===== src/rtl/mfsl_pkg.sv =====
package mfsl_pkg;

	// Lane count is fixed by the payload; the phase cap only limits the lanes in use.
	localparam int N_LANES    = 4;
	localparam int MAX_PHASES = 4;
	localparam int USED_MAX   = (MAX_PHASES < N_LANES) ? MAX_PHASES : N_LANES;

	// Field and register widths.
	localparam int DATA_W    = 32;
	localparam int PH_W      = 3;
	localparam int THR_W     = 16;
	localparam int CFG_W     = 16;
	localparam int CFG_IDX_W = 1;

	// A side sum of all lanes needs this many magnitude bits.
	localparam int MAG_W  = DATA_W + $clog2(N_LANES);
	// A scaled value is always smaller in magnitude than its input.
	localparam int QUO_W  = DATA_W - 1;
	// The multiplier splits the side sum into two halves.
	localparam int BL_W   = (MAG_W + 1) / 2;
	localparam int BH_W   = MAG_W - BL_W;
	localparam int PROD_W = DATA_W + MAG_W;

	// Queue between the front and the back.
	localparam int QDEPTH = 2;
	localparam int QPTR_W = $clog2(QDEPTH);
	localparam int QCNT_W = $clog2(QDEPTH + 1);

	// Configuration register indexes and reset values.
	localparam logic [CFG_IDX_W-1:0] REG_PHASES  = CFG_IDX_W'(0);
	localparam logic [CFG_IDX_W-1:0] REG_MIN_MAG = CFG_IDX_W'(1);
	localparam logic [PH_W-1:0]      PHASES_RST  = PH_W'(4);
	localparam logic [THR_W-1:0]     MIN_MAG_RST = THR_W'(0);

	typedef enum logic [1:0] {
		SIDE_NONE = 2'd0,
		SIDE_POS  = 2'd1,
		SIDE_NEG  = 2'd2
	} side_t;

	typedef logic [N_LANES-1:0][DATA_W-1:0] lane_vec_t;

	// One classified face, ready for the scaling back end.
	typedef struct packed {
		lane_vec_t            val;
		lane_vec_t            mag;
		logic [N_LANES-1:0]   scale;
		logic [N_LANES-1:0]   neg;
		logic [MAG_W-1:0]     numer;
		logic [MAG_W-1:0]     denom;
		side_t                side;
	} job_t;

endpackage


===== src/rtl/mfsl_queue.sv =====
module mfsl_queue import mfsl_pkg::*; (
	input  logic clk,
	input  logic arst_n,
	input  logic wr_en,
	input  job_t wr_data,
	input  logic rd_en,
	output job_t rd_data,
	output logic full,
	output logic empty
);

	logic [QPTR_W-1:0] wp_q;
	logic [QPTR_W-1:0] rp_q;
	logic [QCNT_W-1:0] cnt_q;
	job_t              mem_q [QDEPTH];

	assign full    = (cnt_q == QCNT_W'(QDEPTH));
	assign empty   = (cnt_q == '0);
	assign rd_data = mem_q[rp_q];

	// Pointers and fill count.
	always_ff @(posedge clk or negedge arst_n) begin
		if (!arst_n) begin
			wp_q  <= '0;
			rp_q  <= '0;
			cnt_q <= '0;
		end else begin
			if (wr_en) begin
				wp_q <= wp_q + QPTR_W'(1);
			end
			if (rd_en) begin
				rp_q <= rp_q + QPTR_W'(1);
			end
			if (wr_en && !rd_en) begin
				cnt_q <= cnt_q + QCNT_W'(1);
			end else if (rd_en && !wr_en) begin
				cnt_q <= cnt_q - QCNT_W'(1);
			end
		end
	end

	// Entry storage.
	always_ff @(posedge clk) begin
		if (wr_en) begin
			mem_q[wp_q] <= wr_data;
		end
	end

endmodule


===== config.mk =====
export PLATFORM = sky130hd
export DESIGN_NAME = mfsl_queue
export DESIGN_NICKNAME = d
export VERILOG_FILES = /design/src/rtl/mfsl_pkg.sv /design/src/rtl/mfsl_queue.sv
export SDC_FILE = /design/constraint.sdc
export NUM_CORES = 1
export LEC_CHECK = 0
export BUFFER_PORTS_ARGS = -buffer_cell sky130_fd_sc_hd__clkbuf_2
export CORE_AREA = 5 5 260 262
export DETAILED_ROUTE_END_ITERATION = 10
export DIE_AREA = 0 0 265 267
export SYNTH_ARGS = -nofsm -noshare
export SYNTH_HDL_FRONTEND = slang
export SYNTH_SLANG_ARGS = --single-unit

===== constraint.sdc =====
create_clock -name clk -period 32.7 [get_ports clk]
set_input_delay 4.905 -clock clk [delete_from_list [all_inputs] [get_ports clk]]
set_output_delay 4.905 -clock clk [all_outputs]
set_load 0.1 [all_outputs]

After elaboration in Yosys (flattened, before gate mapping)
Memory sizes are Yosys's and may differ from the RTL's.
Index checks and enable logic that the tools add are counted.
{"block": "classes", "add_sub_neg": 4, "n_eq_ne": 1, "mux": 4, "reduce_logical": 6}
{"op": "2-bit two-way mux", "n": 2}
{"op": "1-bit adder (second input constant)", "n": 2}
{"op": "2-bit by 1-bit adder with 2-bit output (second input constant)", "n": 1}
{"op": "2-bit == test (second input constant)", "n": 1}
{"op": "1-bit logical AND", "n": 2}
{"op": "1-bit zero test", "n": 2}
{"op": "2-bit zero test", "n": 1}
{"op": "1-bit two-way mux", "n": 2}
{"op": "2-bit nonzero test", "n": 1}
{"op": "2-bit by 1-bit subtractor with 2-bit output (second input constant)", "n": 1}
{"block": "totals", "reg_bits": 4, "ram_bits": 668, "inputBits": 338, "wordCells": 19, "memories": 1}
{"name": "mem_q", "words": 2, "width": 334, "rd": 1, "rd_clocked_by_memory_dff": 0, "wr": 1, "line": "mfsl_queue.sv:15", "source": "job_t mem_q [QDEPTH];"}

Depth between registers and ports, before layout
{"block": "depth", "ltp_word": 4, "ltp_mapped": 5}

Worst setup path after synthesis
No wires, ideal clock.
{"block": "synth_path", "kind": "input to register", "from": "input wr_en", "to": "memory mem_q[0][0] in the netlist's numbering, enable pin", "t_arrival_ps": 19252, "t_required_ps": 31623, "setup_slack_ps": 12371, "stages": 1, "path_buffers": 0, "cell_sequence": "nor2b_1"}
{"block": "synth_via", "elab_chain_len": 2}
{"element": "from (decl)", "line": "mfsl_queue.sv:4", "source": "input logic wr_en,"}
{"element": "1-bit two-way mux", "line": "mfsl_queue.sv:44", "source": "if (wr_en) begin"}
{"element": "1-bit two-way mux (implied by the code)", "line": "mfsl_queue.sv:45", "source": "mem_q[wp_q] <= wr_data;"}
{"element": "to (decl)", "line": "mfsl_queue.sv:15"}
No other way between the ends.

==> summary.md <==
| Metric | Value |
|---|---|
| Number of global-route vias before repair | `13491` |
| Critical-path cell with the highest stage delay | `dfrtp_4` |
| Main synth FF type | `edfxtp_1` |
| Yosys top cell by area | `edfxtp_1` |
| DR pass1 iterations | `4` |
| Async set-reset flop share out of synthesis | `less than 1%` |
| Buffers on Ports | `673` |
| Critical Path Most Common Cell | `buf_4` |
| Crit-path cells | `buf_4 -> buf_4 -> mux2_2 -> clkbuf_2` |
| CP Max Fanout | `78` |
| Worst skew pair latency | `0.59 ns` |
| Largest net degree at the start of global routing | `~150` |
| Fin. max-slew vios | `0` |
| Die X | `about 270 um` |
| Post-Syn Area | `24900 um2` |
| FF+latch count, synth | `672` |
| WL final | `58.0 mm` |
| Synth top cells by count | `668 x edfxtp_1, 184 x mux2_2, 150 x mux2_4, 19 x buf_2, 17 x buf_6` |
| EDFF count, synth | `668` |
| Post-Synthesis Cells | `1055` |
| Hold Vio Cnt, Final | `0` |
| YS warnings | `0` |
| Post_cts resized | `0` |
| Final worst-path cycle share | `28.6%` |
| Top cell type's share of synthesized area | `80.7%` |
| Worst path bufs/invs | `3` |
| Num ports | `a little under 700` |
| Htree depth | `3` |
| Synth Area per Inst | `between 20 and 25 um2` |
| DP HPWL | `40.7 mm` |
| Post-Syn Nets | `about 1400` |
| Register area share after synthesis | `around four fifths` |
| RSZ-0062 raised after global routing | `no` |
| Crit path max-delay family | `buffers and inverters` |
| Startpoint Class | `flip-flop` |
| Slew HR | `10.6%` |
| Area Overhead vs Synth | `25.8%` |
| Share of cells above drive strength 1 | `60.8%` |
| Top achievable clock speed | `107 MHz` |
| Post-route ant nets | `0` |
| Vias per cell | `4.65` |
| Number of max-cap violations | `0` |
| Cts hold-fix bufs | `0` |
| Detailed Route Iter0 Violations | `678` |
| Remaining DRCs | `0` |
| Initial antenna violation count | `9` |
| Final Critical Period | `9.35 ns` |
| Vias | `approximately 12000` |
| Top post-synthesis cells by area | `edfxtp_1 81%, mux2_4 9.1%, mux2_2 8.3%` |
| Setup TNS | `0 ns` |
| Crit Path Category | `flip-flop to primary output` |
| Starting Density | `38.2%` |
| CP Data Required Time | `27.79 ns` |
| First-pass GRT wire length | `83.6 mm` |
| Rows | `94` |
| Min-Delay Startpoint | `cnt_q[1]` |
| Post-CTS Setup Inserts | `0` |
| Unique cell type count in the Yosys netlist | `14` |
| Routability congestion estimate | `about 0.79` |
| Num CTS Buffers | `70` |
| Worst-Margin Slew | `1.34 ns` |
| FILL cells | `between 5000 and 6000` |
| RR Startpoint | `wp_q` |
| Full die area | `slightly above 70000 um2` |
| CTS tree | `yes` |
| Critical path capture point type | `primary output` |
| Worst-path clk slew | `0.06 ns` |
| Final nets | `2112` |
| Clock Tree Buf Depth | `3` |
| Status | `finished clean` |
| Hold crit path type | `flip-flop to flip-flop` |
| Critical Path Start | `rp_q` |
| CP arrival | `4.44 ns` |
| CTS sink count | `672` |
| Total GRT Usage | `15.6%` |
| Routed len/inst | `roughly 22 um` |
| Die Ht | `around 270 um` |
| Core Area | `around 65000 um2` |
| Final Skew | `0.0207 ns` |
| # setup viols final | `0` |
| Count leader, synth | `edfxtp_1` |
| CP peak stage delay | `1.14 ns` |
| Congestion Overflow GR | `0` |
| CTS root buf | `clkbuf_16` |
[routing by layer]
| metal | vias to the layer above | track usage, % | wire [um] |
|---|---|---|---|
| li1 | 5672 | - | - |
| met1 | 6207 | 17.3 | 20700 |
| met2 | 500 | 27.1 | 30000 |
| met3 | 108 | 6.14 | 5430 |
| met4 | 4 | 6.35 | 1850 |
| met5 | - | 0 | 26 |
[through the flow]
| stage | utilization [%] | cells | worst slack [ns] | hold slack, ns | instance area [um2] |
|---|---|---|---|---|---|
| global route | 48.0 | 2687 | 23.13 | 0.514 | 31300 |
| detailed placement | 44.7 | 2565 | 23.94 | 0.490 | 29100 |
| CTS | 48.0 | 2682 | 23.25 | 0.503 | 31300 |
| global placement | 44.7 | 2565 | 24.01 | 0.489 | 29100 |
| floorplan | - | 1055 | 12.37 | 0.455 | 24900 |
| finish | 48.0 | 2688 | 23.35 | 0.505 | 31300 |
[sequential cells by signal, indices dropped and copies added, names as in the netlist]
name / cells
mem_q: 668
wp_q: 1
rp_q: 1
cnt_q: 2
[area by class of cell]
type                            count  area (um2)  share of cell area (%)
Tap cell                          864        1080                    3.46
Clock buffer                       91        1850                    5.92
Sequential cell                   672       20200                    64.5
Inverter                            1        3.75                  0.0120
Multi-Input combinational cell    345        4420                    14.1
Timing Repair Buffer              683        3470                    11.1
Clock inverter                     26         272                   0.868
Antenna cell                        6        15.0                  0.0480
[placed cells by master (no fill, tap or decap)]
| master | n |
|---|---|
| dfrtp_1 | 3 |
| mux2_2 | 184 |
| clkbuf_1 | 19 |
| inv_6 | 4 |
| clkinv_8 | 1 |
| inv_1 | 1 |
| and2_4 | 1 |
| clkinvlp_4 | 2 |
| nor2_1 | 2 |
| buf_4 | 8 |
| edfxtp_1 | 668 |
| clkinv_1 | 12 |
| clkbuf_8 | 2 |
| buf_12 | 2 |
| diode_2 | 6 |
| clkinv_2 | 2 |
| dfrtp_4 | 1 |
| ha_1 | 1 |
| clkbuf_16 | 70 |
| mux2_4 | 150 |
| bufinv_16 | 5 |
| nor2b_4 | 1 |
| xnor2_1 | 1 |
| xor2_1 | 4 |
| nor2b_1 | 1 |
| clkbuf_2 | 673 |
[worst paths after layout]
kind / end / slack [ns] / cells past startpoint
worst min register to register: cnt_q[1] / 0.51 / 1
max in group asynchronous: rp_q / 28.45 / 1
worst min-delay path: cnt_q[1] / 0.51 / 1
worst max register to register: mem_q[0][206] / 29.06 / 3
min in group asynchronous: rp_q / 4.11 / 1
worst max-delay path: rd_data[71] / 23.35 / 4
[logic make-up (layout without fill, tap and decap cells)]
logic type	count (synthesis)	in the layout	synth area share [%]
flops	672	672	81.1
xor+xnor	5	5	0.176
other cells	0	6	0
buf+inv	38	801	1.20
fa+ha+maj	1	1	0.0503
simple gates	5	5	0.106
mux	334	334	17.4
Power is not shown: default switching activity piles up to over one toggle a cycle in this logic, so the estimate is an artifact.
