`src/rtl/mfsl_pkg.sv`:
```
package mfsl_pkg;

	// Lane count is fixed by the payload; the phase cap only limits the lanes in use.
	localparam int N_LANES    = 4;
	localparam int MAX_PHASES = 4;
	localparam int USED_MAX   = (MAX_PHASES < N_LANES) ? MAX_PHASES : N_LANES;

	// Field and register widths.
	localparam int DATA_W    = 32;
	localparam int PH_W      = 3;
	localparam int THR_W     = 16;
	localparam int CFG_W     = 16;
	localparam int CFG_IDX_W = 1;

	// A side sum of all lanes needs this many magnitude bits.
	localparam int MAG_W  = DATA_W + $clog2(N_LANES);
	// A scaled value is always smaller in magnitude than its input.
	localparam int QUO_W  = DATA_W - 1;
	// The multiplier splits the side sum into two halves.
	localparam int BL_W   = (MAG_W + 1) / 2;
	localparam int BH_W   = MAG_W - BL_W;
	localparam int PROD_W = DATA_W + MAG_W;

	// Queue between the front and the back.
	localparam int QDEPTH = 2;
	localparam int QPTR_W = $clog2(QDEPTH);
	localparam int QCNT_W = $clog2(QDEPTH + 1);

	// Configuration register indexes and reset values.
	localparam logic [CFG_IDX_W-1:0] REG_PHASES  = CFG_IDX_W'(0);
	localparam logic [CFG_IDX_W-1:0] REG_MIN_MAG = CFG_IDX_W'(1);
	localparam logic [PH_W-1:0]      PHASES_RST  = PH_W'(4);
	localparam logic [THR_W-1:0]     MIN_MAG_RST = THR_W'(0);

	typedef enum logic [1:0] {
		SIDE_NONE = 2'd0,
		SIDE_POS  = 2'd1,
		SIDE_NEG  = 2'd2
	} side_t;

	typedef logic [N_LANES-1:0][DATA_W-1:0] lane_vec_t;

	// One classified face, ready for the scaling back end.
	typedef struct packed {
		lane_vec_t            val;
		lane_vec_t            mag;
		logic [N_LANES-1:0]   scale;
		logic [N_LANES-1:0]   neg;
		logic [MAG_W-1:0]     numer;
		logic [MAG_W-1:0]     denom;
		side_t                side;
	} job_t;

endpackage

```
`src/rtl/mfsl_front.sv`:
```
module mfsl_front import mfsl_pkg::*; (
	input  logic                     clk,
	input  logic                     arst_n,
	input  logic                     push,
	output logic                     full,
	input  logic signed [DATA_W-1:0] corr_a,
	input  logic signed [DATA_W-1:0] corr_b,
	input  logic signed [DATA_W-1:0] corr_c,
	input  logic signed [DATA_W-1:0] corr_d,
	input  logic                     cfg_we,
	input  logic [CFG_IDX_W-1:0]     cfg_idx,
	input  logic [CFG_W-1:0]         cfg_data,
	input  logic                     q_full,
	output logic                     job_push,
	output job_t                     job
);

	logic [PH_W-1:0]  phases_q;
	logic [THR_W-1:0] thr_q;

	logic             vld_s1;
	lane_vec_t        val_s1;
	lane_vec_t        mag_s1;
	logic [MAG_W-1:0] pos_s1;
	logic [MAG_W-1:0] negm_s1;

	lane_vec_t        in_raw;
	lane_vec_t        in_val;
	lane_vec_t        in_mag;
	logic [MAG_W-1:0] in_pos;
	logic [MAG_W-1:0] in_negm;
	logic [MAG_W-1:0] thr_ext;
	logic             adv;
	logic             take;
	side_t            side;

	// Configuration registers.
	always_ff @(posedge clk or negedge arst_n) begin
		if (!arst_n) begin
			phases_q <= PHASES_RST;
			thr_q    <= MIN_MAG_RST;
		end else if (cfg_we) begin
			case (cfg_idx)
				REG_PHASES: begin
					phases_q <= cfg_data[PH_W-1:0];
				end
				REG_MIN_MAG: begin
					thr_q <= cfg_data[THR_W-1:0];
				end
				default: begin
				end
			endcase
		end
	end

	// Mask the unused lanes and form the two side sums as magnitudes.
	always_comb begin
		in_raw[0] = corr_a;
		in_raw[1] = corr_b;
		in_raw[2] = corr_c;
		in_raw[3] = corr_d;
		in_pos    = '0;
		in_negm   = '0;
		for (int i = 0; i < N_LANES; i++) begin
			if ((i < USED_MAX) && (phases_q > PH_W'(i))) begin
				in_val[i] = in_raw[i];
			end else begin
				in_val[i] = '0;
			end
			in_mag[i] = in_val[i][DATA_W-1] ? (~in_val[i] + DATA_W'(1)) : in_val[i];
			if (in_val[i][DATA_W-1]) begin
				in_negm = in_negm + MAG_W'(in_mag[i]);
			end else begin
				in_pos = in_pos + MAG_W'(in_mag[i]);
			end
		end
	end

	// The front register moves on whenever the queue has room.
	assign adv      = !vld_s1 || !q_full;
	assign full     = !adv;
	assign take     = push && adv;
	assign job_push = vld_s1 && !q_full;

	always_ff @(posedge clk or negedge arst_n) begin
		if (!arst_n) begin
			vld_s1 <= 1'b0;
		end else if (adv) begin
			vld_s1 <= push;
		end
	end

	always_ff @(posedge clk) begin
		if (take) begin
			val_s1  <= in_val;
			mag_s1  <= in_mag;
			pos_s1  <= in_pos;
			negm_s1 <= in_negm;
		end
	end

	// Decide which side is scaled and set up the ratio for the back end.
	assign thr_ext = MAG_W'(thr_q);

	always_comb begin
		if ((pos_s1 > negm_s1) && (pos_s1 > thr_ext)) begin
			side = SIDE_POS;
		end else if ((negm_s1 > pos_s1) && (negm_s1 > thr_ext)) begin
			side = SIDE_NEG;
		end else begin
			side = SIDE_NONE;
		end
		job.val   = val_s1;
		job.side  = side;
		job.numer = (side == SIDE_POS) ? negm_s1 : pos_s1;
		job.denom = (side == SIDE_POS) ? pos_s1 : negm_s1;
		for (int i = 0; i < N_LANES; i++) begin
			job.neg[i]   = val_s1[i][DATA_W-1];
			job.scale[i] = ((side == SIDE_POS) && !val_s1[i][DATA_W-1] && (val_s1[i] != '0))
				|| ((side == SIDE_NEG) && val_s1[i][DATA_W-1]);
			job.mag[i]   = job.scale[i] ? mag_s1[i] : '0;
		end
	end

endmodule

```
`config.mk`:
```
export PLATFORM = sky130hd
export DESIGN_NAME = mfsl_front
export DESIGN_NICKNAME = d
export VERILOG_FILES = /design/src/rtl/mfsl_pkg.sv /design/src/rtl/mfsl_front.sv
export SDC_FILE = /design/constraint.sdc
export NUM_CORES = 1
export LEC_CHECK = 0
export ABC_AREA = 1
export BUFFER_PORTS_ARGS = -buffer_cell sky130_fd_sc_hd__buf_2
export CAP_MARGIN = 5
export CORE_MARGIN = 5
export CORE_UTILIZATION = 35
export CTS_CLUSTER_DIAMETER = 80
export DETAILED_ROUTE_END_ITERATION = 10
export PLACE_DENSITY_LB_ADDON = 0.25
export SYNTH_ARGS = -nofsm -noshare
export SYNTH_HDL_FRONTEND = slang
export SYNTH_SLANG_ARGS = --single-unit
```
`constraint.sdc`:
```
create_clock -name clk -period 43.2 [get_ports clk]
set_clock_uncertainty 0.05 [all_clocks]
set_input_delay 12.96 -clock clk [delete_from_list [all_inputs] [get_ports clk]]
set_output_delay 12.96 -clock clk [all_outputs]
set_load 0.01 [all_outputs]
```
[After elaboration in Yosys (flattened, before gate mapping)]
Cells that the tools add are included.
Operators by class
  equal/unequal tests: 2
  muxes and demuxes: 24
  reduce and logical (&&, ||, !) cells: 34
  bitwise gates (word level): 5
  add/subtract/negate cells: 10
  $lt $le $gt $ge: 8
Operators with widths (count)
  32-bit 2-to-1 mux: 14
  34-bit 2-to-1 mux: 8
  34-bit by 32-bit adder with 34-bit output: 6
  32-bit by 1-bit adder with 32-bit output (second input constant): 4
  32-bit NOT: 4
  32-bit nonzero test: 4
  34-bit by 16-bit > comparator with 1-bit output: 2
  34-bit > comparator: 2
  1-bit logical AND: 16
  1-bit logical NOT: 7
  3-bit by 1-bit > comparator with 1-bit output (second input constant): 2
  3-bit by 2-bit > comparator with 1-bit output (second input constant): 2
  1-bit logical OR: 5
  2-bit 2-to-1 mux: 2
  2-bit AND reduction: 2
  2-bit by 1-bit equality test with 1-bit output (second input constant): 1
  2-bit equality test (second input constant): 1
  1-bit NOT: 1
Storage, ports and cells
  logic and storage cells: 96
  input bits: 150
  output and inout bits: 336
  register bits: 344

[Depth between registers and ports, before layout]
  depth after elaboration: 12
  depth in mapped cells: 58
  gate-level depth less buffers: 53

[Worst setup path after synthesis]
OpenSTA, ideal clock, no wires.
  path kind: input to register
  from: in q_full
  to: reg val_s1, in the netlist job[206] (enable)
  setup slack: 15.789 ns
  cell stages on the path: 3
  required time: 42.143 ns
  path buffers: 0
  arrival: 26.354 ns
  library setup time: 1.007 ns
  path through: nand2_1 inv_1 nor2_1
Between the ends
  cells in the longest elaborated chain, start to end: 3
RTL lines
  start: declaration: RTL line mfsl_front.sv:13  | input logic q_full,
  1-bit logical NOT: RTL line mfsl_front.sv:80  | assign adv = !vld_s1 || !q_full;
  1-bit logical OR: RTL line mfsl_front.sv:80
  1-bit logical AND: RTL line mfsl_front.sv:82  | assign take = push && adv;
  via take: RTL line mfsl_front.sv:34  | logic take;
  end signal: assignment: RTL line mfsl_front.sv:95  | val_s1 <= in_val;
  end: declaration: RTL line mfsl_front.sv:22  | lane_vec_t val_s1;
The timed path passes the listed nets, and every way through them passes these cells.
A chain may end at the register's enable or synchronous reset.

[Worst setup path after layout]
  from: in q_full
  to: out full
Between the ends
  cells in the longest elaborated chain, start to end: 3
RTL lines
  1-bit logical NOT: RTL line mfsl_front.sv:80
  1-bit logical OR: RTL line mfsl_front.sv:80
  1-bit logical NOT: RTL line mfsl_front.sv:81  | assign full = !adv;
  end: declaration: RTL line mfsl_front.sv:5  | output logic full,
No other way between the ends.

==> run summary <==
Avg Inst Size Synth -> 6.96 um2
r2r setup slk -> 33250 ps
# setup viols final -> 0
Yosys warnings -> 0
Ports -> 486
Die Y -> 316 um
routed wl met3 -> 7.02 mm
CTS tree -> done
post-synthesis instance total -> 4699
Netlist Area Pre-Place -> 32700 um2
fill count -> 9973
Detailed Place HPWL -> 106 mm
hold_buf cts -> 0
setup tns final -> 0 ps
nets -> 5548
port buffer count -> 485
largest net degree at the start of global routing -> 88
vias in the first global route -> 31.3k
CTS sink cnt -> 340
Worst EP arrival -> 13360 ps
Die Area -> 99600 um2
CP required -> 30190 ps
CP max stage cell -> buf_2
Iter 0 DRT Violations -> 2458
Setup WS pre-CTS -> 16820 ps
critical path class -> input port to output port
most used cell along the critical path -> buf_2
post-cts gate resize count -> 0
total CTS buffers -> 44
global-route congestion overflow total -> 0
post-synthesis cell type count -> 75
Vias -> 32.7k
Setup WS post-layout -> 16830 ps
run status -> finished clean
CP Max Fanout -> 2
layout cells sized above 1 -> 0.164
CP max stage delay -> 140 ps
syn nets -> 5105
worst rel slew slack -> 0.155
Die Wd -> 316 um
WP depth -> 4
final slew viol count -> 0
Reg2Reg Depth -> 49
#FFs+latches synth -> 340
Post-synth ARST share -> 0.0588
worst path cell trace -> buf_2, nand2_1, inv_1, buf_2
# DRC -> 0
antenna-violating nets left -> 0
final core occ -> 0.407
Area Growth Syn to Fin -> 15.8%
Leakage -> 0.0194 uW
multi-input logic area -> 19300 um2
FF+latch area -> 10100 um2
Hold Fails Final Rpt -> 0
first-pass GRT wire length -> 187 mm
top cell family by delay on the critical path -> buffers and inverters
Final Routed Wirelength -> 128 mm
CTS root buf -> clkbuf_16
count of flip-flops with a built-in enable after synthesis -> 320
WL met1 -> 55.1 mm
Starting Density -> 0.351
RR Startpoint -> phases_q[1]
Max IR drop VDD -> 0.0000227 V
Hold EP -> thr_q[1]
Main synth FF type -> edfxtp_1
CTS clk-pin slew, worst paths -> 60 ps
1st-pass router iterations -> 6
Hold Path Stages -> 2
Seq/Total Area, Yosys -> 0.309
Worst-Margin Slew -> 1250 ps
Max Used Layer -> met5
minimum clock period -> 26370 ps
pwr dens -> 50.0 nW/um2
Placer Congestion -> 0.958
unrepaired setup endpoints after global routing -> no
Min-Delay Path Class -> flop to flop
Setup crit start kind -> input port
worst-skew pair later-pin latency -> 630 ps
FF-to-FF End -> negm_s1[33]
min-delay src -> thr_q[1]
routed len/inst -> 19.9 um
Clock Tree Buf Depth -> 3
fmax -> 37.9 MHz
via-per-instance ratio -> 5.08
met2 WL post-DR -> 61.2 mm
setup bufs post-CTS -> 0
maxcap violations -> 0
htree depth -> 2
row cnt -> 112
Buffers & Inverters on Critical Path -> 3
Core ar. -> 93000 um2
Final period util -> 0.610
CP Capture Type -> output port
initial antenna violation count -> 7
Total GRT Usage -> 0.246
registers in the layout, summed over array words and instances, names as in the netlist:
| name | flops |
|---|---|
| negm_s1 | 34 |
| job | 128 |
| phases_q | 3 |
| pos_s1 | 34 |
| mag_s1 | 124 |
| thr_q | 16 |
| vld_s1 | 1 |
layout by cell type, fill, tap and decap left out, drive strengths merged, types with 4 or more instances in the layout:
cell type | Yosys | final
a21boi | 31 | 31
o21ai | 370 | 370
bufinv | 0 | 4
a31oi | 31 | 31
fa | 6 | 6
nand4 | 65 | 65
ha | 250 | 250
inv | 722 | 728
o21bai | 9 | 9
clkbuf | 62 | 49
and2 | 12 | 12
nand3b | 10 | 10
o21a | 18 | 18
dfrtp | 19 | 19
nand3 | 230 | 230
xor2 | 96 | 96
buf | 59 | 518
o211ai | 10 | 10
a221oi | 4 | 4
a211oi | 10 | 10
xnor2 | 45 | 45
or2 | 35 | 35
clkinv | 4 | 23
nor2 | 527 | 527
a21oi | 263 | 263
mux2i | 13 | 13
nor4 | 56 | 56
o31ai | 13 | 13
a2111oi | 4 | 4
edfxtp | 320 | 320
diode | 0 | 4
a21o | 8 | 8
nor3 | 46 | 46
nand2 | 1329 | 1329
cell type report:
class / count / area share
Antenna cell: 4 / 0.000264
Timing Repair Buffer: 518 / 0.0707
Clock inverter: 31 / 0.00982
Multi-Input combinational cell: 3512 / 0.509
Inverter: 726 / 0.0723
Clock buffer: 49 / 0.0296
Tap cell: 1254 / 0.0414
Sequential cell: 340 / 0.267
metrics by stage:
stage	area, um2	std cells	hold slack [ps]	total power [uW]
CTS	37900	6430	445	1900
global placement	36400	6350	424	1500
global route	37900	6433	494	2040
finish	37900	6434	440	1890
floorplan	32700	4699	403	1180
detailed placement	36400	6350	431	1510
power breakdown:
group	internal, uW	total [uW]	switching [uW]	leakage (uW)
combinational	348	1060	708	0.0153
sequential	429	458	29.0	0.00334
clock	216	378	162	0.000723
total	993	1890	899	0.0194
routing by layer:
| layer | global-route usage | vias up |
|---|---|---|
| li1 | - | 16300 |
| met1 | 0.318 | 15200 |
| met2 | 0.430 | 982 |
| met3 | 0.0281 | 174 |
| met4 | 0.0808 | 8 |
| met5 | 0 | - |
worst max path at each step:
stage                     startpoint       end  slack (ps)
after global placement        q_full      full       16810
after global routing          q_full      full       16770
after floorplan               q_full  job[206]       15790
after detailed placement      q_full      full       16820
final                         q_full      full       16830
after CTS                     q_full      full       16830
cells by family after synthesis:
| kind of cell | count (synthesis) | share of synthesized area |
|---|---|---|
| buffers and inverters | 847 | 0.103 |
| flip-flops | 340 | 0.309 |
| AO/OA/AOI/OAI | 786 | 0.136 |
| adder cells (fa/ha/maj) | 256 | 0.0993 |
| other | 1 | 0.000115 |
| AND/OR/NAND/NOR | 2315 | 0.311 |
| XOR/XNOR | 141 | 0.0378 |
| multiplexers | 13 | 0.00436 |
worst min-delay path: stages, from the launching register on:
cell and delay [ps]:
dfrtp_1 350, nand2_1 50, o21ai_0 60
synthesized netlist by cell type (all sizes together), types with 3 or more instances:
| master | instances | share of area |
|---|---|---|
| o21ai | 370 | 0.059 |
| and3 | 3 | 0.00057 |
| o21bai | 9 | 0.0024 |
| a31oi | 31 | 0.0059 |
| inv | 722 | 0.083 |
| nand2 | 1329 | 0.16 |
| xor2 | 96 | 0.026 |
| fa | 6 | 0.0037 |
| buf | 59 | 0.012 |
| nor2 | 527 | 0.066 |
| o211ai | 10 | 0.0023 |
| ha | 250 | 0.096 |
| nor4 | 56 | 0.011 |
| a21oi | 263 | 0.041 |
| clkbuf | 62 | 0.0071 |
| dfrtp | 19 | 0.015 |
| edfxtp | 320 | 0.29 |
| o21a | 18 | 0.0041 |
| mux2i | 13 | 0.0044 |
| clkinv | 4 | 0.00065 |
| xnor2 | 45 | 0.012 |
| a2111oi | 4 | 0.0011 |
| a21boi | 31 | 0.0072 |
| nand3 | 230 | 0.039 |
| a21o | 8 | 0.0018 |
| o31ai | 13 | 0.0030 |
| nand3b | 10 | 0.0024 |
| nand4 | 65 | 0.013 |
| or2 | 35 | 0.0067 |
| a211oi | 10 | 0.0023 |
| o221ai | 3 | 0.00080 |
| nor3 | 46 | 0.0078 |
| and2 | 12 | 0.0023 |
| a221oi | 4 | 0.0011 |
Note: power is estimated with default switching activity, not from simulation.
